<file path="src/rtl/assert_macros.svh">
// Assertion helpers shared by the RTL files.
// Each check samples on the rising edge of clk and is off while rst_n is low.
`ifndef ASSERT_MACROS_SVH
`define ASSERT_MACROS_SVH

// Same-cycle implication.
`define DTHB_ASSERT(lbl, ante, cons, msg) \
  lbl: assert property (@(posedge clk) disable iff (!rst_n) (ante) |-> (cons)) \
    else $error(msg);

// Next-cycle implication.
`define DTHB_ASSERT_NEXT(lbl, ante, cons, msg) \
  lbl: assert property (@(posedge clk) disable iff (!rst_n) (ante) |=> (cons)) \
    else $error(msg);

`endif

</file>
<file path="src/rtl/dthb_pkg.sv">
`default_nettype none
package dthb_pkg;

  localparam int DEPTH_DEFAULT = 256;

  localparam int IN_TDATA_W  = 144;
  localparam int IN_TUSER_W  = 1;
  localparam int OUT_TDATA_W = 144;
  localparam int CFG_ADDR_W  = 2;
  localparam int CFG_DATA_W  = 31;

  // Register indexes
  localparam logic [CFG_ADDR_W-1:0] CFG_COMPRESS_RATIO = 2'd0;
  localparam logic [CFG_ADDR_W-1:0] CFG_SKIP_OFFSET    = 2'd1;
  localparam logic [CFG_ADDR_W-1:0] CFG_MIN_DIST       = 2'd2;

  // Operation codes carried on in_tuser
  localparam logic OP_ADD  = 1'b0;
  localparam logic OP_READ = 1'b1;

  // Input item as packed on in_tdata, pos_x in the lowest bits
  typedef struct packed {
    logic [6:0]         pad;
    logic [7:0]         history_pos;
    logic               scalar_present;
    logic signed [31:0] scalar_value;
    logic signed [31:0] pos_z;
    logic signed [31:0] pos_y;
    logic signed [31:0] pos_x;
  } in_item_t;

  // Result item as packed on out_tdata, accepted in the lowest bit
  typedef struct packed {
    logic [3:0]         pad;
    logic               read_scalar_present;
    logic signed [31:0] read_scalar;
    logic signed [31:0] read_z;
    logic signed [31:0] read_y;
    logic signed [31:0] read_x;
    logic               entry_written;
    logic               entry_in_range;
    logic [7:0]         write_position;
    logic               accepted;
  } out_item_t;

  // One history entry as held in the RAM
  typedef struct packed {
    logic               written;
    logic               scalar_present;
    logic signed [31:0] scalar;
    logic signed [31:0] z;
    logic signed [31:0] y;
    logic signed [31:0] x;
  } entry_t;

  localparam int ENTRY_W = $bits(entry_t);

  // Controller to datapath
  typedef struct packed {
    logic capture;
    logic rd_issue;
    logic prev_issue;
    logic mul_step;
    logic write;
    logic dec_read;
    logic dec_write;
    logic dec_finish;
    logic clear_step;
    logic res_load;
  } cmd_t;

  // Datapath to controller
  typedef struct packed {
    logic in_op;
    logic filter_on;
    logic prev_written;
    logic mul_last;
    logic too_close;
    logic need_decim;
    logic src_done;
    logic clear_last;
    logic out_free;
  } stat_t;

endpackage
`default_nettype wire

</file>
<file path="src/rtl/dthb_ctrl.sv">
`default_nettype none
module dthb_ctrl (
  input  wire logic            clk,
  input  wire logic            rst_n,
  input  wire logic            in_tvalid,
  output logic                 in_tready,
  input  wire dthb_pkg::stat_t stat,
  output dthb_pkg::cmd_t       cmd
);
  import dthb_pkg::*;
  `include "assert_macros.svh"

  typedef enum logic [9:0] {
    S_CLEAR      = 10'b00_0000_0001,
    S_IDLE       = 10'b00_0000_0010,
    S_RD_ISSUE   = 10'b00_0000_0100,
    S_PREV_ISSUE = 10'b00_0000_1000,
    S_PREV_CHECK = 10'b00_0001_0000,
    S_MUL        = 10'b00_0010_0000,
    S_WRITE      = 10'b00_0100_0000,
    S_DEC_RD     = 10'b00_1000_0000,
    S_DEC_WR     = 10'b01_0000_0000,
    S_RESULT     = 10'b10_0000_0000
  } state_t;

  state_t state_r, state_nxt;

  always_ff @(posedge clk) begin
    if (!rst_n) begin
      state_r <= S_CLEAR;
    end else begin
      state_r <= state_nxt;
    end
  end

  always_comb begin
    state_nxt = state_r;
    cmd       = '0;
    in_tready = 1'b0;
    case (state_r)
      S_CLEAR: begin
        cmd.clear_step = 1'b1;
        if (stat.clear_last) begin
          state_nxt = S_IDLE;
        end
      end
      S_IDLE: begin
        in_tready = 1'b1;
        if (in_tvalid) begin
          cmd.capture = 1'b1;
          if (stat.in_op == OP_READ) begin
            state_nxt = S_RD_ISSUE;
          end else if (stat.filter_on) begin
            state_nxt = S_PREV_ISSUE;
          end else begin
            state_nxt = S_WRITE;
          end
        end
      end
      S_RD_ISSUE: begin
        cmd.rd_issue = 1'b1;
        state_nxt    = S_RESULT;
      end
      S_PREV_ISSUE: begin
        cmd.prev_issue = 1'b1;
        state_nxt      = S_PREV_CHECK;
      end
      S_PREV_CHECK: begin
        // an unwritten previous slot always lets the point through
        state_nxt = stat.prev_written ? S_MUL : S_WRITE;
      end
      S_MUL: begin
        cmd.mul_step = 1'b1;
        if (stat.mul_last) begin
          state_nxt = stat.too_close ? S_RESULT : S_WRITE;
        end
      end
      S_WRITE: begin
        cmd.write = 1'b1;
        state_nxt = stat.need_decim ? S_DEC_RD : S_RESULT;
      end
      S_DEC_RD: begin
        if (stat.src_done) begin
          cmd.dec_finish = 1'b1;
          state_nxt      = S_RESULT;
        end else begin
          cmd.dec_read = 1'b1;
          state_nxt    = S_DEC_WR;
        end
      end
      S_DEC_WR: begin
        cmd.dec_write = 1'b1;
        state_nxt     = S_DEC_RD;
      end
      S_RESULT: begin
        if (stat.out_free) begin
          cmd.res_load = 1'b1;
          state_nxt    = S_IDLE;
        end
      end
      default: begin
        state_nxt = S_IDLE;
      end
    endcase
  end

  `DTHB_ASSERT_NEXT(a_one_item_at_a_time, in_tvalid && in_tready, !in_tready, "accepted a second item while busy")

endmodule
`default_nettype wire

</file>
<file path="config.mk">
export PLATFORM = sky130hd
export DESIGN_NAME = dthb_ctrl
export DESIGN_NICKNAME = d
export VERILOG_FILES = /design/src/rtl/dthb_pkg.sv /design/src/rtl/dthb_ctrl.sv
export VERILOG_INCLUDE_DIRS = /design/src /design/src/rtl
export SDC_FILE = /design/constraint.sdc
export NUM_CORES = 1
export LEC_CHECK = 0
export ABC_AREA = 1
export BUFFER_PORTS_ARGS = -buffer_cell sky130_fd_sc_hd__buf_2
export CAP_MARGIN = 5
export CORE_MARGIN = 1
export CORE_UTILIZATION = 43
export CTS_CLUSTER_DIAMETER = 60
export DETAILED_ROUTE_END_ITERATION = 7
export PLACE_DENSITY = 0.72
export SYNTH_ARGS = -nofsm -noshare
export SYNTH_HDL_FRONTEND = slang
export SYNTH_SLANG_ARGS = --single-unit
</file>
<file path="constraint.sdc">
create_clock -name clk -period 1.1 [get_ports clk]
set_input_delay 0 -clock clk [delete_from_list [all_inputs] [get_ports clk]]
set_output_delay 0 -clock clk [all_outputs]
set_load 0.005 [all_outputs]
</file>
==> flow_metrics.py <==
metrics = {
    "worst_setup_path": {
        "crit_chain": "nor2_4, nand2_4, nor2_4, nand2_2, buf_6, nor2_2, buf_2",
        "critical_path_class": "reg2out",
        "cp.arrival_ns": 1.43,
        "worstPathMaxFanout": 4,
        "critPathMaxStageDelay_ns": 0.35,
        "required_ns": 1.10,
        "crit_top_cell": "nor2_4",
        "worstSetupEndpointType": "output pin",
        "startpoint_type": "flop",
        "slowest_stage": "dfxtp_2",
    },
    "placed_design": {
        "hpwlAfterDp_mm": 1.60,
        "numPortBuffers": 22,
        "place_congestion": 0.864,
        "pre_cts_slack_ns": -0.301,
    },
    "yosys": {
        "ys_warn_count": 0,
        "synthTopCellsByCount": "28 x inv_1, 24 x nand2_1, 18 x nor2_1, 10 x dfxtp_1, 10 x nand3_1",
        "synthSimpleGateAreaFrac": 0.527,
        "ys.flop_type": "dfxtp_1",
        "synth.distinct_cells": 17,
        "synth_top_family_by_area": "simple AND/OR/NAND/NOR gates",
        "syn_area_per_cell_um2": 5.89,
        "synth-compound-area-share": 0.0321,
        "synth.yosys.seq_area_share": 0.286,
        "ys_async_sr_fraction": 0,
        "synth_nets": 131,
        "synth-adder-area-share": 0,
        "synth-edff-count": 0,
        "synthesis.instances": 119,
        "syn_area_um2": 701,
        "synth_most_common_cell": "inv_1",
        "yosysTopAreaCellShare": 0.286,
        "synth.area.mux_share": 0,
        "synth_seq_cells": 10,
        "synth_area_leaders": "dfxtp_1 29%, inv_1 15%, nand2_1 13%",
        "synth-xor-area-share": 0,
        "synth_largest_area_cell": "dfxtp_1",
    },
    "global_routing": {
        "grt_pass1_wl_mm": 3.51,
        "grt_pass1_vias": 865,
        "antenna_found_initial": 0,
        "grt_max_degree": 8,
        "overflow": 0,
        "grt_usage": 0.258,
    },
    "power": {
        "powerDensity_nw_per_um2": 784,
        "p_leak_nw": 0.709,
        "vdd_drop_max_mv": 0.995,
    },
    "detailed_routing": {
        "wl_per_cell_um": 12.3,
        "totalWireLength_mm": 2.30,
        "drt_iter0_drc": 28,
        "ant_nets": 0,
        "vias": 916,
        "drc": 0,
        "via_per_inst": 4.90,
        "drtPass1Iterations": 5,
    },
    "final_layout": {
        "top_register": "state_r",
        "largest_reg_flops": 10,
        "insertedDiodeCount": 0,
        "fillers": 112,
        "ff_latch_area_um2": 210,
        "fin_nets": 184,
        "syn_to_final_growth_pct": 77.9,
        "final_util": 0.827,
        "reg.largest.list": "state_r (10)",
        "multi_input_area_um2": 532,
        "drive_above_1_share": 0.596,
    },
    "sta": {
        "rsz0062_at_grt": "yes",
        "post-route-period-util": 1.30,
        "tightest_slew_ns": 0.334,
        "min_period_ns": 1.43,
        "max_slew_margin": 0.777,
        "setup_ws_ns": -0.331,
        "clock.fmax_ghz": 0.699,
        "slew_viol_final": 0,
        "clock_skew_ns": 0.00237,
        "setup_viol": 20,
        "hold_viol_final": 0,
    },
    "clocking": {
        "cts_tree": "done",
        "h-tree-depth": 1,
        "clk_pin_slew_ns": 0.07,
        "clock-sinks": 10,
        "cts-buffers-inserted": 3,
        "ctsRootBufferMaster": "clkbuf_4",
        "clockBufferDepth": 2,
        "insertion_delay_ns": 0.27,
    },
    "die": {
        "die_w_um": 42.4,
        "ios": 23,
        "start_util": 0.465,
        "die_area_um2": 1790,
        "core_area_um2": 1510,
        "row_count": 14,
        "fp.dieH_um": 42.4,
    },
    "min_path": {
        "hold_class": "in2reg",
    },
    "run_status": {
        "status": "finished, violations left",
        "violations": "setup timing",
    },
    "run": {
        "max_cap_viol_count": 0,
    },
}
-- repair_timing --
action | CTS | global route
pin swaps | 13 | 11
hold endpoints to repair | 6 | 0
setup buffers | 1 | 0
endpoints found under the setup margin | 19 | 20
resized for setup | 26 | 22
hold buffers | 5 | 0
-- path summary, 6_finish.rpt --
kind / start / endpoint / slack (ns) / depth (start not counted)
worst min register to register: state_r[1] / state_r[1] / 0.72 / 3
worst max register to register: state_r[9] / state_r[6] / -0.32 / 10
worst max-delay path: state_r[3] / cmd[4] / -0.33 / 7
worst min-delay path: stat[6] / state_r[5] / 0.02 / 3
-- layout make-up --
class                      instances  share of cell area
clock buffer                       4              0.0291
tap                               16              0.0161
sequential                        10               0.169
multi-input combinational         80               0.427
timing repair buffer              48               0.272
inverter                          29              0.0873
-- critical path: cells and delay by family (launching register included) --
family	cells	cell delay, ns
buffers and inverters	2	0.24
and+or+nand+nor	5	0.57
DFF	1	0.35
-- through the flow --
stage	cell area (um^2)	std cells	power, mW	hold WS (ns)	TNS, ns
floorplan	709	119	0.485	0.0311	-0.309
global placement	990	177	0.562	0.193	-1.50
detailed placement	990	177	0.566	0.195	-1.66
CTS	1180	187	0.953	0.0246	-4.32
global route	1250	187	1.02	0.0333	-5.96
finish	1250	187	0.977	0.0234	-4.55
-- metal layers --
layer  track usage  vias up  part of all wire  routed length, um
met5             0        -                 0                  0
met4         0.119        0             0.030                 68
met3        0.0776       10             0.064                147
met2         0.425       36              0.48               1100
met1         0.306      412              0.43                984
li1              -      458                 -                  -
-- cell usage in the layout (no fill, tap or decap), drive strengths merged --
master,synthesis,layout
nand2,30,30
dfxtp,10,10
buf,0,43
nand4,1,1
clkbuf,0,4
nor2,28,28
and2,1,1
or2,1,1
nor3,3,3
inv,29,29
nor4,1,1
a21oi,3,3
o211ai,1,1
nand3,11,11
dlygate4sd3,0,5
-- cell families (layout without fill, tap and decap cells) --
kind of cell	count (synthesis)	in the layout
flip-flops	10	10
AO/OA/AOI/OAI	4	4
AND/OR/NAND/NOR	76	76
buffers and inverters	29	81
-- power by group --
group | internal (mW) | switching (mW) | leakage, nW
sequential | 0.372 | 0.0134 | 0.0850
clock | 0.201 | 0.144 | 0.0210
combinational | 0.116 | 0.130 | 0.603
Power figures use the tool's default switching activity.
