$ cat src/rtl/assert_macros.svh
// Assertion helpers shared by the RTL files.
// Each check samples on the rising edge of clk and is off while rst_n is low.
`ifndef ASSERT_MACROS_SVH
`define ASSERT_MACROS_SVH

// Same-cycle implication.
`define DTHB_ASSERT(lbl, ante, cons, msg) \
  lbl: assert property (@(posedge clk) disable iff (!rst_n) (ante) |-> (cons)) \
    else $error(msg);

// Next-cycle implication.
`define DTHB_ASSERT_NEXT(lbl, ante, cons, msg) \
  lbl: assert property (@(posedge clk) disable iff (!rst_n) (ante) |=> (cons)) \
    else $error(msg);

`endif

$ cat src/rtl/dthb_pkg.sv
`default_nettype none
package dthb_pkg;

  localparam int DEPTH_DEFAULT = 256;

  localparam int IN_TDATA_W  = 144;
  localparam int IN_TUSER_W  = 1;
  localparam int OUT_TDATA_W = 144;
  localparam int CFG_ADDR_W  = 2;
  localparam int CFG_DATA_W  = 31;

  // Register indexes
  localparam logic [CFG_ADDR_W-1:0] CFG_COMPRESS_RATIO = 2'd0;
  localparam logic [CFG_ADDR_W-1:0] CFG_SKIP_OFFSET    = 2'd1;
  localparam logic [CFG_ADDR_W-1:0] CFG_MIN_DIST       = 2'd2;

  // Operation codes carried on in_tuser
  localparam logic OP_ADD  = 1'b0;
  localparam logic OP_READ = 1'b1;

  // Input item as packed on in_tdata, pos_x in the lowest bits
  typedef struct packed {
    logic [6:0]         pad;
    logic [7:0]         history_pos;
    logic               scalar_present;
    logic signed [31:0] scalar_value;
    logic signed [31:0] pos_z;
    logic signed [31:0] pos_y;
    logic signed [31:0] pos_x;
  } in_item_t;

  // Result item as packed on out_tdata, accepted in the lowest bit
  typedef struct packed {
    logic [3:0]         pad;
    logic               read_scalar_present;
    logic signed [31:0] read_scalar;
    logic signed [31:0] read_z;
    logic signed [31:0] read_y;
    logic signed [31:0] read_x;
    logic               entry_written;
    logic               entry_in_range;
    logic [7:0]         write_position;
    logic               accepted;
  } out_item_t;

  // One history entry as held in the RAM
  typedef struct packed {
    logic               written;
    logic               scalar_present;
    logic signed [31:0] scalar;
    logic signed [31:0] z;
    logic signed [31:0] y;
    logic signed [31:0] x;
  } entry_t;

  localparam int ENTRY_W = $bits(entry_t);

  // Controller to datapath
  typedef struct packed {
    logic capture;
    logic rd_issue;
    logic prev_issue;
    logic mul_step;
    logic write;
    logic dec_read;
    logic dec_write;
    logic dec_finish;
    logic clear_step;
    logic res_load;
  } cmd_t;

  // Datapath to controller
  typedef struct packed {
    logic in_op;
    logic filter_on;
    logic prev_written;
    logic mul_last;
    logic too_close;
    logic need_decim;
    logic src_done;
    logic clear_last;
    logic out_free;
  } stat_t;

endpackage
`default_nettype wire

$ cat src/rtl/dthb_dp.sv
`default_nettype none
module dthb_dp #(
  parameter int DEPTH = dthb_pkg::DEPTH_DEFAULT
) (
  input  wire logic                           clk,
  input  wire logic                           rst_n,
  input  wire dthb_pkg::cmd_t                 cmd,
  output dthb_pkg::stat_t                     stat,
  // configuration
  input  wire logic                           cfg_we,
  input  wire logic [dthb_pkg::CFG_ADDR_W-1:0] cfg_addr,
  input  wire logic [dthb_pkg::CFG_DATA_W-1:0] cfg_wdata,
  // input payload
  input  wire logic [dthb_pkg::IN_TDATA_W-1:0] in_tdata,
  input  wire logic [dthb_pkg::IN_TUSER_W-1:0] in_tuser,
  // result register
  output logic                                out_tvalid,
  input  wire logic                           out_tready,
  output logic [dthb_pkg::OUT_TDATA_W-1:0]    out_tdata,
  // RAM
  output logic                                ram_we,
  output logic [$clog2(DEPTH)-1:0]            ram_waddr,
  output logic [dthb_pkg::ENTRY_W-1:0]        ram_wdata,
  output logic                                ram_re,
  output logic [$clog2(DEPTH)-1:0]            ram_raddr,
  input  wire logic [dthb_pkg::ENTRY_W-1:0]   ram_rdata
);
  import dthb_pkg::*;
  `include "assert_macros.svh"

  localparam int AW    = $clog2(DEPTH);
  localparam int NS_W  = $clog2(DEPTH + 1);
  localparam int SW    = $clog2(DEPTH + 256);
  localparam int SUM_W = ((NS_W > 8) ? NS_W : 8) + 1;

  localparam logic [NS_W-1:0]  DEPTH_NS  = NS_W'(DEPTH);
  localparam logic [NS_W-1:0]  LAST_NS   = NS_W'(DEPTH - 1);
  localparam logic [SW-1:0]    DEPTH_SW  = SW'(DEPTH);
  localparam logic [SUM_W-1:0] DEPTH_SUM = SUM_W'(DEPTH);

  localparam logic [2:0] STEP_X   = 3'd0;
  localparam logic [2:0] STEP_Y   = 3'd1;
  localparam logic [2:0] STEP_Z   = 3'd2;
  localparam logic [2:0] STEP_THR = 3'd3;
  localparam logic [2:0] STEP_CMP = 3'd4;

  // configuration registers
  logic [7:0]        ratio_r;
  logic signed [8:0] skip_r;
  logic [30:0]       min_dist_r;

  // control state
  logic [NS_W-1:0] ns_r;
  logic [NS_W-1:0] dst_r;
  logic [SW-1:0]   src_r;
  logic [2:0]      cnt_r;
  logic            out_valid_r;

  // payload
  in_item_t  item_r;
  logic      op_r;
  logic      keep_r;
  logic      in_range_r;
  logic [63:0] prod_r;
  logic [63:0] acc_r;
  out_item_t out_r;

  in_item_t  in_item;
  entry_t    rd;
  entry_t    wr_entry;
  out_item_t res;

  logic [SUM_W-1:0] hp_ext, ns_ext, ring_sum, ring_slot, rd_slot;
  logic             rd_in_range;
  logic [NS_W-1:0]  prev_slot;
  logic [SW-1:0]    skip_val;
  logic [31:0]      cur_a, cur_b;
  logic [32:0]      diff;
  logic [31:0]      abs_diff;
  logic [31:0]      mul_a;
  logic [63:0]      prod_w;
  logic [64:0]      acc_sum;
  logic             compress;

  assign in_item  = in_item_t'(in_tdata);
  assign rd       = entry_t'(ram_rdata);
  assign compress = (ratio_r != 8'd0);
  assign skip_val = skip_r[8] ? SW'(ratio_r) : SW'(skip_r[7:0]);

  // read slot in history order
  assign hp_ext    = SUM_W'(item_r.history_pos);
  assign ns_ext    = SUM_W'(ns_r);
  assign ring_sum  = ns_ext + hp_ext;
  assign ring_slot = (ring_sum >= DEPTH_SUM) ? (ring_sum - DEPTH_SUM) : ring_sum;
  assign rd_slot   = compress ? hp_ext : ring_slot;
  assign rd_in_range = compress ? (hp_ext < ns_ext) : (hp_ext < DEPTH_SUM);

  assign prev_slot = (ns_r == '0) ? LAST_NS : (ns_r - 1'b1);

  // one component difference per step, then the shared multiplier
  always_comb begin
    case (cnt_r)
      STEP_X: begin
        cur_a = item_r.pos_x;
        cur_b = rd.x;
      end
      STEP_Y: begin
        cur_a = item_r.pos_y;
        cur_b = rd.y;
      end
      default: begin
        cur_a = item_r.pos_z;
        cur_b = rd.z;
      end
    endcase
  end

  assign diff     = {cur_a[31], cur_a} - {cur_b[31], cur_b};
  assign abs_diff = diff[32] ? 32'(~diff + 33'd1) : diff[31:0];
  assign mul_a    = (cnt_r == STEP_THR) ? {1'b0, min_dist_r} : abs_diff;
  assign prod_w   = {32'd0, mul_a} * {32'd0, mul_a};
  assign acc_sum  = {1'b0, acc_r} + {1'b0, prod_r};

  // status
  assign stat.in_op        = in_tuser[0];
  assign stat.filter_on    = (min_dist_r != 31'd0);
  assign stat.prev_written = rd.written;
  assign stat.mul_last     = (cnt_r == STEP_CMP);
  assign stat.too_close    = (acc_r < prod_r);
  assign stat.need_decim   = compress && (ns_r == LAST_NS);
  assign stat.src_done     = (src_r >= DEPTH_SW);
  assign stat.clear_last   = (dst_r == LAST_NS);
  assign stat.out_free     = !out_valid_r || out_tready;

  // RAM ports
  always_comb begin
    wr_entry                = '0;
    wr_entry.written        = 1'b1;
    wr_entry.scalar_present = item_r.scalar_present;
    wr_entry.scalar         = item_r.scalar_value;
    wr_entry.x              = item_r.pos_x;
    wr_entry.y              = item_r.pos_y;
    wr_entry.z              = item_r.pos_z;
  end

  always_comb begin
    ram_we    = cmd.clear_step || cmd.write || cmd.dec_write;
    ram_waddr = dst_r[AW-1:0];
    ram_wdata = '0;
    if (cmd.write) begin
      ram_waddr = ns_r[AW-1:0];
      ram_wdata = wr_entry;
    end else if (cmd.dec_write) begin
      ram_wdata = ram_rdata;
    end
  end

  always_comb begin
    ram_re    = cmd.rd_issue || cmd.prev_issue || cmd.dec_read;
    ram_raddr = src_r[AW-1:0];
    if (cmd.rd_issue) begin
      ram_raddr = rd_slot[AW-1:0];
    end else if (cmd.prev_issue) begin
      ram_raddr = prev_slot[AW-1:0];
    end
  end

  // result word
  always_comb begin
    res                = '0;
    res.write_position = 8'(ns_r);
    if (op_r == OP_READ) begin
      res.entry_in_range = in_range_r;
      if (in_range_r && rd.written) begin
        res.entry_written = 1'b1;
        res.read_x        = rd.x;
        res.read_y        = rd.y;
        res.read_z        = rd.z;
        if (rd.scalar_present) begin
          res.read_scalar         = rd.scalar;
          res.read_scalar_present = 1'b1;
        end
      end
    end else begin
      res.accepted = keep_r;
    end
  end

  // control registers
  always_ff @(posedge clk) begin
    if (!rst_n) begin
      ratio_r     <= 8'd0;
      skip_r      <= -9'sd1;
      min_dist_r  <= 31'd0;
      ns_r        <= '0;
      dst_r       <= '0;
      src_r       <= '0;
      cnt_r       <= STEP_X;
      out_valid_r <= 1'b0;
    end else begin
      if (cfg_we) begin
        case (cfg_addr)
          CFG_COMPRESS_RATIO: ratio_r    <= cfg_wdata[7:0];
          CFG_SKIP_OFFSET:    skip_r     <= cfg_wdata[8:0];
          CFG_MIN_DIST:       min_dist_r <= cfg_wdata;
          default:            ;
        endcase
      end
      cnt_r <= cmd.mul_step ? (cnt_r + 3'd1) : STEP_X;
      // a full decimation leaves the index at the depth itself; fold on next item
      if (cmd.capture && (ns_r >= DEPTH_NS)) begin
        ns_r <= '0;
      end
      if (cmd.write) begin
        if (stat.need_decim) begin
          dst_r <= '0;
          src_r <= skip_val;
        end else begin
          ns_r <= (ns_r == LAST_NS) ? '0 : (ns_r + 1'b1);
        end
      end
      if (cmd.clear_step) begin
        dst_r <= dst_r + 1'b1;
      end
      if (cmd.dec_write) begin
        dst_r <= dst_r + 1'b1;
        src_r <= src_r + SW'(ratio_r);
      end
      if (cmd.dec_finish) begin
        ns_r <= dst_r;
      end
      if (cmd.res_load) begin
        out_valid_r <= 1'b1;
      end else if (out_tready) begin
        out_valid_r <= 1'b0;
      end
    end
  end

  // payload registers
  always_ff @(posedge clk) begin
    if (cmd.capture) begin
      item_r <= in_item;
      op_r   <= in_tuser[0];
      keep_r <= 1'b0;
    end
    if (cmd.write) begin
      keep_r <= 1'b1;
    end
    if (cmd.rd_issue) begin
      in_range_r <= rd_in_range;
    end
    if (cmd.mul_step) begin
      prod_r <= prod_w;
      case (cnt_r)
        STEP_Y:             acc_r <= prod_r;
        STEP_Z, STEP_THR:   acc_r <= acc_sum[64] ? '1 : acc_sum[63:0];
        default:            ;
      endcase
    end
    if (cmd.res_load) begin
      out_r <= res;
    end
  end

  assign out_tvalid = out_valid_r;
  assign out_tdata  = out_r;

  `DTHB_ASSERT(a_no_result_overwrite, cmd.res_load, !out_valid_r || out_tready, "result register overwritten")
  `DTHB_ASSERT(a_write_index_folded, cmd.write, ns_r < DEPTH_NS, "store write at unfolded index")
  `DTHB_ASSERT(a_copy_behind_source, cmd.dec_write, SW'(dst_r) <= src_r, "decimation copy overtook its source")

endmodule
`default_nettype wire

$ cat config.mk
export PLATFORM = sky130hd
export DESIGN_NAME = dthb_dp
export DESIGN_NICKNAME = d
export VERILOG_FILES = /design/src/rtl/dthb_pkg.sv /design/src/rtl/dthb_dp.sv
export VERILOG_INCLUDE_DIRS = /design/src /design/src/rtl
export SDC_FILE = /design/constraint.sdc
export NUM_CORES = 2
export LEC_CHECK = 0
export ABC_AREA = 1
export BUFFER_PORTS_ARGS = -buffer_cell sky130_fd_sc_hd__buf_2
export CORE_MARGIN = 2
export CORE_UTILIZATION = 60
export CTS_BUF_LIST = sky130_fd_sc_hd__clkbuf_8
export CTS_CLUSTER_SIZE = 25
export DETAILED_ROUTE_END_ITERATION = 8
export PLACE_DENSITY = 0.78
export SLEW_MARGIN = 0
export SYNTH_ARGS = -nofsm -noshare
export SYNTH_HDL_FRONTEND = slang
export SYNTH_SLANG_ARGS = --single-unit
$ cat constraint.sdc
create_clock -name clk -period 22.9 [get_ports clk]
set_input_delay 1.145 -clock clk [delete_from_list [all_inputs] [get_ports clk]]
set_output_delay 1.145 -clock clk [all_outputs]
set_load 0.05 [all_outputs]
==> impl_metrics.yaml <==
floorplanning:
  fp.dieW_um: 321
  floorplan.initialDensity: 0.604
  num_rows: 116
  die_area_um2: 103000
  die_h_um: 321
  io_pins: 624
  core_um2: 99900
logic_synthesis:
  ys_ff_latch: 486
  ys_warn_count: 0
  ys_async_sr_fraction: 0
  synth.avg_cell_area_um2: 8.43
  synth_mux_area_frac: 0
  yosys.area_share.simple: 0.147
  synthCells: 7152
  synth_cell_type_count: 63
  syn_area_um2: 60300
  synth_edf_count: 406
  synthAdderAreaFrac: 0.365
  synth_compound_area_frac: 0.0985
  synth_flop_cell: "edfxtp_1"
  synth_xor_area_frac: 0.0241
  ys_seq_area_frac: 0.229
  synth_top_family_by_area: "adder cells"
worst_setup_path:
  worstSetupStartpoint: "cnt_r[0]"
  crit_path_max_fanout: 64
  r2r_cells: 50
  worstPathArrival_ns: 13.49
  r2r_slack_ns: 9.97
  path_class: "flop to flop"
  slowest_stage: "buf_4"
  r2r_end: "prod_r[61]"
  cp-endpoint: "prod_r[61]"
  start_kind: "flop"
  cp-end-kind: "flop"
  r2r_start: "cnt_r[0]"
  crit_required_ns: 23.46
  slowest_delay_ns: 0.63
clocking:
  h-tree-depth: 3
  postCtsSetupRepairBufs: 0
  cts_root_buf: "clkbuf_8"
  cts_sinks: 486
  cts_resized: 0
  postCtsHoldBufs: 0
  cts_buffers: 86
  clk_path_buf_depth: 3
  clk_pin_slew_worst_paths_ns: 0.07
  insertion_delay_ns: 0.76
  cts_tree: "done"
routing:
  wl_um: 211000
  viasPerCell: 5.67
  drtPass1Iterations: 6
  vias: 51671
  first_iter_violations: 5479
  post_drt_wl_per_cell_um: 23.2
  drc: 0
  postRouteAntennaNets: 0
status:
  status: "complete, no violations"
finish:
  drive_gt1_frac: 0.130
  seqCellArea_um2: 13800
  layout.nets: 9310
  multi_input_area_um2: 38400
  fill_cells: 8515
  syn_to_final_growth_pct: 9.68
  finalInstanceArea_um2: 66100
  stdcell_count: 9108
placed_design:
  placed_cell_area_um2: 64400
  place.detailed.hpwl_um: 173000
  numPlacedInstances: 8920
  portBuffers: 612
  place.gp.congestion: 1.03
sta:
  slew_headroom: 0.222
  post-route-min-period_ns: 12.93
  final.period_utilization: 0.565
  rsz0062_at_grt: "false"
  fmax_mhz: 77.3
  setup_viol: 0
  slew_violations: 0
  clock_skew_ns: 0.0551
  hold_viol: 0
  tightestPinTransition_ns: 1.16
  tns_ns: 0
worst_hold_path:
  hold_path_class: "flop to flop"
global_route:
  grt_pass1_vias: 52576
  grt-ovfl-total: 0
  grt_usage: 0.412
  grt_first_pass_wirelength_um: 314000
  grt_max_degree: 95
  antenna_found_initial: 49
flow_run:
  cap_viol_max_count: 0
-- stage by stage --
| step | util | setup WS (ns) | hold WS [ns] |
|---|---|---|---|
| 5_1_grt | 0.662 | 9.35 | 0.498 |
| 3_3_place_gp | 0.645 | 10.48 | 0.447 |
| 2_1_floorplan | - | 12.93 | 0.424 |
| 6_report | 0.662 | 9.97 | 0.468 |
| 4_1_cts | 0.661 | 10.29 | 0.466 |
| 3_5_place_dp | 0.645 | 10.37 | 0.454 |
-- cell usage in the layout, fill, tap and decap left out, types with 35 or more instances in the layout --
cell type / count
inv_1: 1874
o221ai_1: 35
nor2_1: 771
xor2_1: 126
o21ai_0: 283
inv_2: 59
dfxtp_1: 80
buf_2: 610
buf_4: 59
a21oi_1: 365
nor3_1: 50
xnor2_1: 40
nor2_2: 56
a31oi_1: 39
edfxtp_1: 406
o22ai_1: 106
clkbuf_8: 88
fa_1: 801
diode_2: 36
nand2_1: 911
ha_1: 477
nand3_1: 144
-- area by class of cell --
type,count,share of cell area
Tap cell,1298,0.0246
Inverter,1904,0.108
Multi-Input combinational cell,4561,0.580
Timing Repair Buffer,671,0.0532
Clock inverter,64,0.00586
Antenna cell,36,0.00136
Clock buffer,88,0.0183
Sequential cell,486,0.209
-- logic make-up (layout without fill, tap and decap cells) --
kind of cell | after synthesis | in the layout
simple gates | 2089 | 2089
xor+xnor | 166 | 166
compound gates | 1024 | 1024
other cells | 1 | 40
fa+ha+maj | 1278 | 1278
buf+inv | 2108 | 2727
flops | 486 | 486
-- synth_stat cells (all sizes together), types with 103 or more instances --
cell type / count / area share
a21oi: 371 / 0.031
buf: 103 / 0.012
edfxtp: 406 / 0.20
fa: 801 / 0.27
ha: 477 / 0.099
inv: 1902 / 0.12
nand2: 958 / 0.063
nand3: 157 / 0.014
nor2: 852 / 0.058
o21ai: 313 / 0.027
o22ai: 106 / 0.011
xor2: 126 / 0.018
-- worst max-delay path: cells and delay by family (launching register included) --
family                     cells  cell delay [ns]
AOI/OAI and AO/OA              6             0.87
xor gates and xnor gates       1             0.17
and+or+nand+nor               21             3.61
buffers and inverters         10             2.16
DFF                            1             0.39
adders and majority gates     12             5.40
-- registers in the layout, summed over array words and instances, names as in the netlist --
name,cells
item_r,129
keep_r,1
ratio_r,8
ns_r,9
hp_ext,8
src_r,9
op_r,1
prod_r,63
acc_r,64
out_tdata,140
skip_r,9
in_range_r,1
out_tvalid,1
cnt_r,3
dst_r,9
min_dist_r,31
-- routing by layer --
layer	global-route usage	wire, um
met2	0.635	91900
met4	0.226	13900
met5	0	151
met3	0.136	27500
met1	0.515	77700
-- worst min path at each step --
stage | startpoint | to | slack (ns) | cells after the start
final | dst_r[8] | ns_r[8] | 0.47 | 2
after global routing | min_dist_r[26] | min_dist_r[26] | 0.50 | 2
after CTS | dst_r[8] | ns_r[8] | 0.47 | 2
after detailed placement | dst_r[8] | ns_r[8] | 0.45 | 2
after global placement | cnt_r[0] | cnt_r[0] | 0.45 | 1
after floorplan | skip_r[2] | skip_r[2] | 0.42 | 2
Power is left out: the tool's default activity adds up to more than one toggle a clock period on the data nets, which glitch-free logic cannot reach.
